File: src/sv/settling_time_finder_unit_defines.svh
// ----------------------------------------------------------------------------
// settling time finder assertion macros
// clocked assertion helpers shared by the rtl files, compiled out with
// NO_ASSERTIONS
// ----------------------------------------------------------------------------
`ifndef SETTLING_TIME_FINDER_UNIT_DEFINES_SVH
`define SETTLING_TIME_FINDER_UNIT_DEFINES_SVH

`ifndef NO_ASSERTIONS
`define SFT_ASSERT(lbl, prop, msg) \
  lbl: assert property (@(posedge clk) disable iff (rst) prop) else $error(msg);
`define SFT_ASSERT_NEXT(lbl, ante, cons, msg) \
  lbl: assert property (@(posedge clk) disable iff (rst) (ante) |=> (cons)) else $error(msg);
`else
`define SFT_ASSERT(lbl, prop, msg)
`define SFT_ASSERT_NEXT(lbl, ante, cons, msg)
`endif

`endif

File: src/sv/sft_pkg.sv
// ----------------------------------------------------------------------------
// settling time finder package
// sizes, widths and the structs passed between the store, divider and top
// ----------------------------------------------------------------------------
`default_nettype none

package sft_pkg;

  localparam int MAX_SAMPLES   = 2048;
  localparam int WINDOW_LENGTH = 20;

  localparam int ADDR_W   = $clog2(MAX_SAMPLES);
  localparam int CNT_W    = ADDR_W + 1;
  localparam int VOLT_W   = 16;
  localparam int TIME_W   = 32;
  localparam int MARGIN_W = 16;
  localparam int INDEX_W  = 11;
  localparam int SUM_W    = VOLT_W + $clog2(WINDOW_LENGTH);
  localparam int RUN_W    = $clog2(WINDOW_LENGTH + 1);
  localparam int FACTOR_W = MARGIN_W + 1;
  localparam int PROD_W   = VOLT_W + FACTOR_W;

  // scaled reciprocal of the window length, exact for every window sum
  localparam int RECIP_SHIFT = SUM_W + $clog2(WINDOW_LENGTH);
  localparam int RECIP_W     = SUM_W + 1;
  localparam logic [RECIP_W-1:0] RECIP =
    RECIP_W'(((64'd1 << RECIP_SHIFT) + 64'(WINDOW_LENGTH) - 64'd1) / 64'(WINDOW_LENGTH));

  localparam logic [MARGIN_W-1:0] MARGIN_RESET = 16'd3277;

  typedef struct packed {
    logic              en;
    logic [ADDR_W-1:0] addr;
    logic [VOLT_W-1:0] voltage;
    logic [TIME_W-1:0] stamp;
  } sft_wr_t;

  typedef struct packed {
    logic busy;
    logic done;
  } sft_div_t;

endpackage

`default_nettype wire

File: src/sv/sft_div.sv
// ----------------------------------------------------------------------------
// window mean divider
// divides the window sum by the window length with one multiply by a scaled
// reciprocal, quotient registered in the cycle after go
// ----------------------------------------------------------------------------
`default_nettype none

module sft_div (
  input  wire logic                       clk,
  input  wire logic                       rst,
  input  wire logic                       go,
  input  wire logic [sft_pkg::SUM_W-1:0]  dividend,
  output logic      [sft_pkg::SUM_W-1:0]  quotient,
  output sft_pkg::sft_div_t               status
);

  localparam int SCALED_W = sft_pkg::SUM_W + sft_pkg::RECIP_W;

  logic [SCALED_W-1:0] scaled;
  logic                done;

  assign scaled = SCALED_W'(dividend) * SCALED_W'(sft_pkg::RECIP);

  always_ff @(posedge clk) begin
    if (rst) begin
      done <= 1'b0;
    end else begin
      done <= go;
    end
  end

  always_ff @(posedge clk) begin
    if (go) begin
      quotient <= sft_pkg::SUM_W'(scaled >> sft_pkg::RECIP_SHIFT);
    end
  end

  assign status.busy = go;
  assign status.done = done;

endmodule

`default_nettype wire

File: config.mk
export PLATFORM = sky130hd
export DESIGN_NAME = sft_div
export DESIGN_NICKNAME = d
export VERILOG_FILES = /design/src/sv/settling_time_finder_unit_defines.svh /design/src/sv/sft_pkg.sv /design/src/sv/sft_div.sv
export SDC_FILE = /design/constraint.sdc
export NUM_CORES = 1
export LEC_CHECK = 0
export BUFFER_PORTS_ARGS = -buffer_cell sky130_fd_sc_hd__buf_4
export CORE_UTILIZATION = 45
export DETAILED_ROUTE_END_ITERATION = 7
export GPL_ROUTABILITY_DRIVEN = 0
export GPL_TIMING_DRIVEN = 0
export PLACE_DENSITY = 0.67
export SYNTH_ARGS = -nofsm -noshare
export SYNTH_HDL_FRONTEND = slang
export SYNTH_SLANG_ARGS = --single-unit
File: constraint.sdc
create_clock -name clk -period 5.4 [get_ports clk]
set_clock_uncertainty 0.1 [all_clocks]
set_input_delay 0.27 -clock clk [delete_from_list [all_inputs] [get_ports clk]]
set_output_delay 0.27 -clock clk [all_outputs]
set_load 0.02 [all_outputs]
==> run metrics, run 1 <==
drt drc 0; die height 137 microns; final instance area 10200 sq um; Placed Area 8950 sq um; number of DRC violations after detailed-routing iteration 0 230; most frequent cells in the layout 230 x inv_1, 165 x ha_1, 144 x fa_1, 81 x buf_4, 36 x ha_4; layout cell share with drive strength beyond 1 22.6%; Worst EP required 5.30 ns; num rows 48; via total after detailed routing 5926; pins over their slew limit 0; Max FO, Critical Path 5; EDFF count, synth 17; total grt overflow 0; Die ar. 18700 sq um; first-pass GRT wire length 30.9 mm; unrepaired setup endpoints after global routing yes; H-Tree Depth 1; Ys Warns 0; final antenna-violating net count 0; CTS Root Buffer Type clkbuf_16; Starting Density 46.7%; core area 17500 sq um; status finished with violations; fmax 177 MHz; Synth area leaders fa_1 35%, ha_1 31%, inv_1 11%, edfxtp_1 6.2%, a21o_1 1.7%; leading cell type in the layout, fill and taps excluded inv_1; Synth cell types 46; detailed placement HPWL 16.5 mm; largest net degree at the start of global routing 20; post-synthesis sequential area ratio 6.48%; final setup margin -0.239 ns; Post-Syn Instances 816; failing checks negative setup slack; routed len/inst 17.3 microns; final net count 1295; final antenna diode count 0; post-synth top area share 35.4%; I/O Buffers 42; max_cap viols 0; Area Growth Syn to Fin 23.9%; Final Hold Viols 0; initial antenna violation count 0; Synth Register Bits 18; TritonCTS clock tree done; FF+latch area 531 sq um; CP arrival 5.53 ns; synthesized area per cell 10.0 sq um; GRT Util Overall 21.9%; Max Root-Sink Buffers 2; post-synth top area cell fa_1; Clock transition at path regs 0.05 ns; multi-input logic area 7380 sq um; number of global-route vias before repair 6108; Ports 47; clock sinks 18; CP Launch Type input pin; CTS Hold Buffers Added 0; critical path class in -> reg; mapped cell area 8190 sq um; Post-Place Setup Slack -1.02 ns; crit end category register; Fillers 1483; Final min period 5.64 ns; die width 137 microns; ys async rst share 0%; Main synth FF type edfxtp_1; Final period util 104%; HP Class in -> reg; CTS buffer count 3; Setup-failing EPs final 12; WL final 19.8 mm; drt pass-1 iters 4; vias per cell 5.18
==> critical path: stages <==
cell and delay (ns):
buf_4 0.17, ha_4 0.20, buf_4 0.14, fa_1 0.46, ha_4 0.28, fa_1 0.52, inv_2 0.04, fa_1 0.47
inv_1 0.05, fa_1 0.50, inv_2 0.05, fa_1 0.37, inv_1 0.07, ha_1 0.27, nand4_1 0.22, nor2_2 0.07
a31oi_1 0.17, o211ai_1 0.12, buf_4 0.17, a211o_4 0.33, a221o_1 0.37, a21oi_2 0.14, xnor2_1 0.08
==> state kept, by name, summed over array words and instances (netlist names) <==
register  count
quotient     17
done          1
==> worst paths after layout <==
check	startpoint	end	cells past startpoint
worst max-delay path	dividend[8]	quotient[13]	23
worst min-delay path	rst	done	2
==> Yosys cell counts (2+ instances only) <==
cell / n
inv_1: 247
ha_1: 206
fa_1: 145
a21oi_1: 23
a21o_1: 19
edfxtp_1: 17
nand2_1: 17
nor2_1: 14
xnor2_1: 13
xor2_1: 13
nand4_1: 10
nor3_1: 7
o21ai_1: 7
buf_4: 6
o21ai_0: 6
and3_1: 5
clkbuf_1: 5
nand3_1: 5
o211ai_1: 5
and2_1: 4
nor4_1: 4
o21a_1: 4
a31oi_1: 3
o21bai_1: 3
a221oi_1: 2
inv_2: 2
nand2b_1: 2
nor2b_1: 2
o2111ai_1: 2
or3_1: 2
==> logic make-up (layout without fill, tap and decap cells) <==
logic type,Yosys count,count (layout),share of synthesized area (%)
buf+inv,260,360,12.2
xor+xnor,26,26,2.78
fa+ha+maj,351,351,66.9
other cells,1,4,0.0458
flops,18,18,6.48
compound gates,86,86,7.06
simple gates,74,74,4.55
==> through the flow <==
| step | TNS [ns] | hold WS (ns) | utilization, % | instances |
|---|---|---|---|---|
| global placement | -10.39 | 0.326 | 51.1 | 1086 |
| CTS | -0.773 | 0.0665 | 55.0 | 1113 |
| detailed placement | -11.04 | 0.328 | 51.1 | 1086 |
| floorplan | -0.0779 | 0.242 | - | 819 |
| finish | -1.56 | 0.0705 | 57.9 | 1144 |
| global route | -3.73 | 0.0737 | 57.9 | 1144 |
==> cell type report <==
type | count | share of cell area [%]
inverters | 249 | 9.26
repair buffers | 97 | 8.54
clock buffers | 4 | 0.777
well taps | 225 | 2.77
multi-input cells | 541 | 72.7
flip-flops and latches | 18 | 5.23
plain buffers | 10 | 0.703
==> timing repair <==
item	CTS	global route
buffers inserted	24	31
resized for setup	75	60
pin swaps	41	61
endpoints found under the setup margin	17	17
==> routing by layer <==
| layer | share of wire, % | vias to the layer above | global-route usage (%) |
|---|---|---|---|
| met2 | 51 | 130 | 38.4 |
| li1 | - | 2795 | - |
| met1 | 43 | 2972 | 29.4 |
| met3 | 4.4 | 29 | 2.07 |
| met4 | 2.2 | 0 | 4.40 |
| met5 | 0 | - | 0 |
Power of run 1 is not shown: default switching activity piles up to over one toggle a cycle in this logic, so the estimate is an artifact.
==> run 2: changes to the inputs <==
ABC_AREA = 0   (was not set)
CTS_CLUSTER_SIZE = 40   (was not set)
SKIP_LAST_GASP = 1   (was not set)
==> run metrics, run 2 (synthesis results as in run 1) <==
Max Root-Sink Buffers 2 (unchanged); placed cell count 1086 (unchanged); TritonCTS clock tree done (unchanged); num rows 48 (unchanged); final core utilization 57.8% (was 57.9%); CTS buffer count 3 (unchanged); Die ar. 18700 sq um (unchanged); final net count 1287 (was 1295); Cell Count, Final, Fillers Out 1136 (was 1144); HP Class in -> reg (unchanged); Fillers 1495 (was 1483); status finished with violations (unchanged); pins over their slew limit 0 (unchanged); CP Launch Type input pin (unchanged); core area 17500 sq um (unchanged); Max FO, Critical Path 3 (was 5); drt pass-1 iters 5 (was 4); fmax 177 MHz (about the same); unrepaired setup endpoints after global routing yes (unchanged); Final min period 5.64 ns (about the same); detailed placement HPWL 16.5 mm (unchanged); first-pass GRT wire length 31.0 mm (was 30.9 mm); H-Tree Depth 1 (unchanged); most frequent cells in the layout 231 x inv_1, 164 x ha_1, 143 x fa_1, 73 x buf_4, 38 x ha_4 (was 230 x inv_1, 165 x ha_1, 144 x fa_1, 81 x buf_4, 36 x ha_4); clock sinks 18 (unchanged); CTS Root Buffer Type clkbuf_16 (unchanged); largest net degree at the start of global routing 20 (unchanged); initial antenna violation count 0 (unchanged); Biggest register quotient (unchanged); Largest regs quotient (17), done (1) (unchanged); Ports 47 (unchanged); drt drc 0 (unchanged); setup TNS -1.58 ns (was -1.56 ns); critical path class in -> reg (unchanged); WL final 19.9 mm (was 19.8 mm); max_cap viols 0 (unchanged); Final Hold Viols 0 (unchanged); max reg flops 17 (unchanged); die width 137 microns (unchanged); number of global-route vias before repair 6129 (was 6108); die height 137 microns (unchanged); layout cell share with drive strength beyond 1 22.3% (was 22.6%); number of DRC violations after detailed-routing iteration 0 237 (was 230); Post-Place Setup Slack -1.02 ns (unchanged); final antenna diode count 0 (unchanged); final setup margin -0.243 ns (was -0.239 ns); CP arrival 5.54 ns (was 5.53 ns); routed len/inst 17.5 microns (was 17.3 microns); Setup-failing EPs final 13 (was 12); I/O Buffers 42 (unchanged); leading cell type in the layout, fill and taps excluded inv_1 (unchanged); vias per cell 5.14 (was 5.18); total grt overflow 0 (unchanged); final antenna-violating net count 0 (unchanged); Starting Density 46.7% (unchanged); FF+latch area 531 sq um (unchanged); multi-input logic area 7430 sq um (was 7380 sq um); failing checks negative setup slack (unchanged); Final period util 104% (about the same); crit end category register (unchanged); GRT Util Overall 22.0% (was 21.9%); Clock transition at path regs 0.05 ns (about the same); Slew HR 66.2%; Worst EP required 5.30 ns (about the same); Area Growth Syn to Fin 23.7% (was 23.9%); via total after detailed routing 5834 (was 5926); Slew @ Worst Pin 0.506 ns
run 2: metal layers:
layer | wire, microns | up-vias | share of wire (%) | track usage, %
met5 | 0 | - | 0 | 0
li1 | - | 2777 | - | -
met3 | 885 | 24 | 4.5 | 2.07
met4 | 393 | 0 | 2.0 | 4.40
met2 | 10200 | 111 | 52 | 38.6
met1 | 8330 | 2922 | 42 | 29.5
run 2: critical path: stages:
cell	delay, ns
buf_12	0.11
ha_4	0.25
fa_1	0.60
ha_4	0.23
fa_1	0.50
inv_2	0.04
fa_1	0.49
inv_2	0.04
fa_1	0.52
inv_2	0.05
fa_1	0.40
inv_1	0.08
ha_1	0.27
a21oi_2	0.18
o21ai_2	0.08
a32oi_2	0.20
o211ai_1	0.12
buf_4	0.17
a211o_4	0.33
a221o_1	0.37
a21oi_2	0.14
xnor2_1	0.08
run 2: layout make-up:
| cell class | count | share of cell area, % |
|---|---|---|
| plain buffers | 10 | 0.704 |
| clock buffers | 4 | 0.778 |
| inverters | 249 | 9.27 |
| multi-input cells | 541 | 73.4 |
| flip-flops and latches | 18 | 5.24 |
| well taps | 225 | 2.78 |
| repair buffers | 89 | 7.88 |
run 2: path summary, 6_finish.rpt:
check / startpoint / endpoint / slack [ns] / cells past startpoint
setup / recovery: dividend[10] / quotient[13] / -0.24 / 22
hold / removal: rst / done / 0.07 / 2
run 2: repair_timing:
item                       CTS  global route
hold buffers                 0             0
pin swaps                   41            60
setup endpoints to repair   17            17
gates resized for setup     71            72
buffers inserted            24            23
run 2: through the flow:
step / cell area (sq um) / hold slack, ns
final: 10100 / 0.0723
after global routing: 10100 / 0.0737
after CTS: 9630 / 0.0665
after detailed placement: 8950 / 0.328
after global placement: 8950 / 0.326
after floorplan: 8360 / 0.242
Power of run 2 is left out for the same reason.
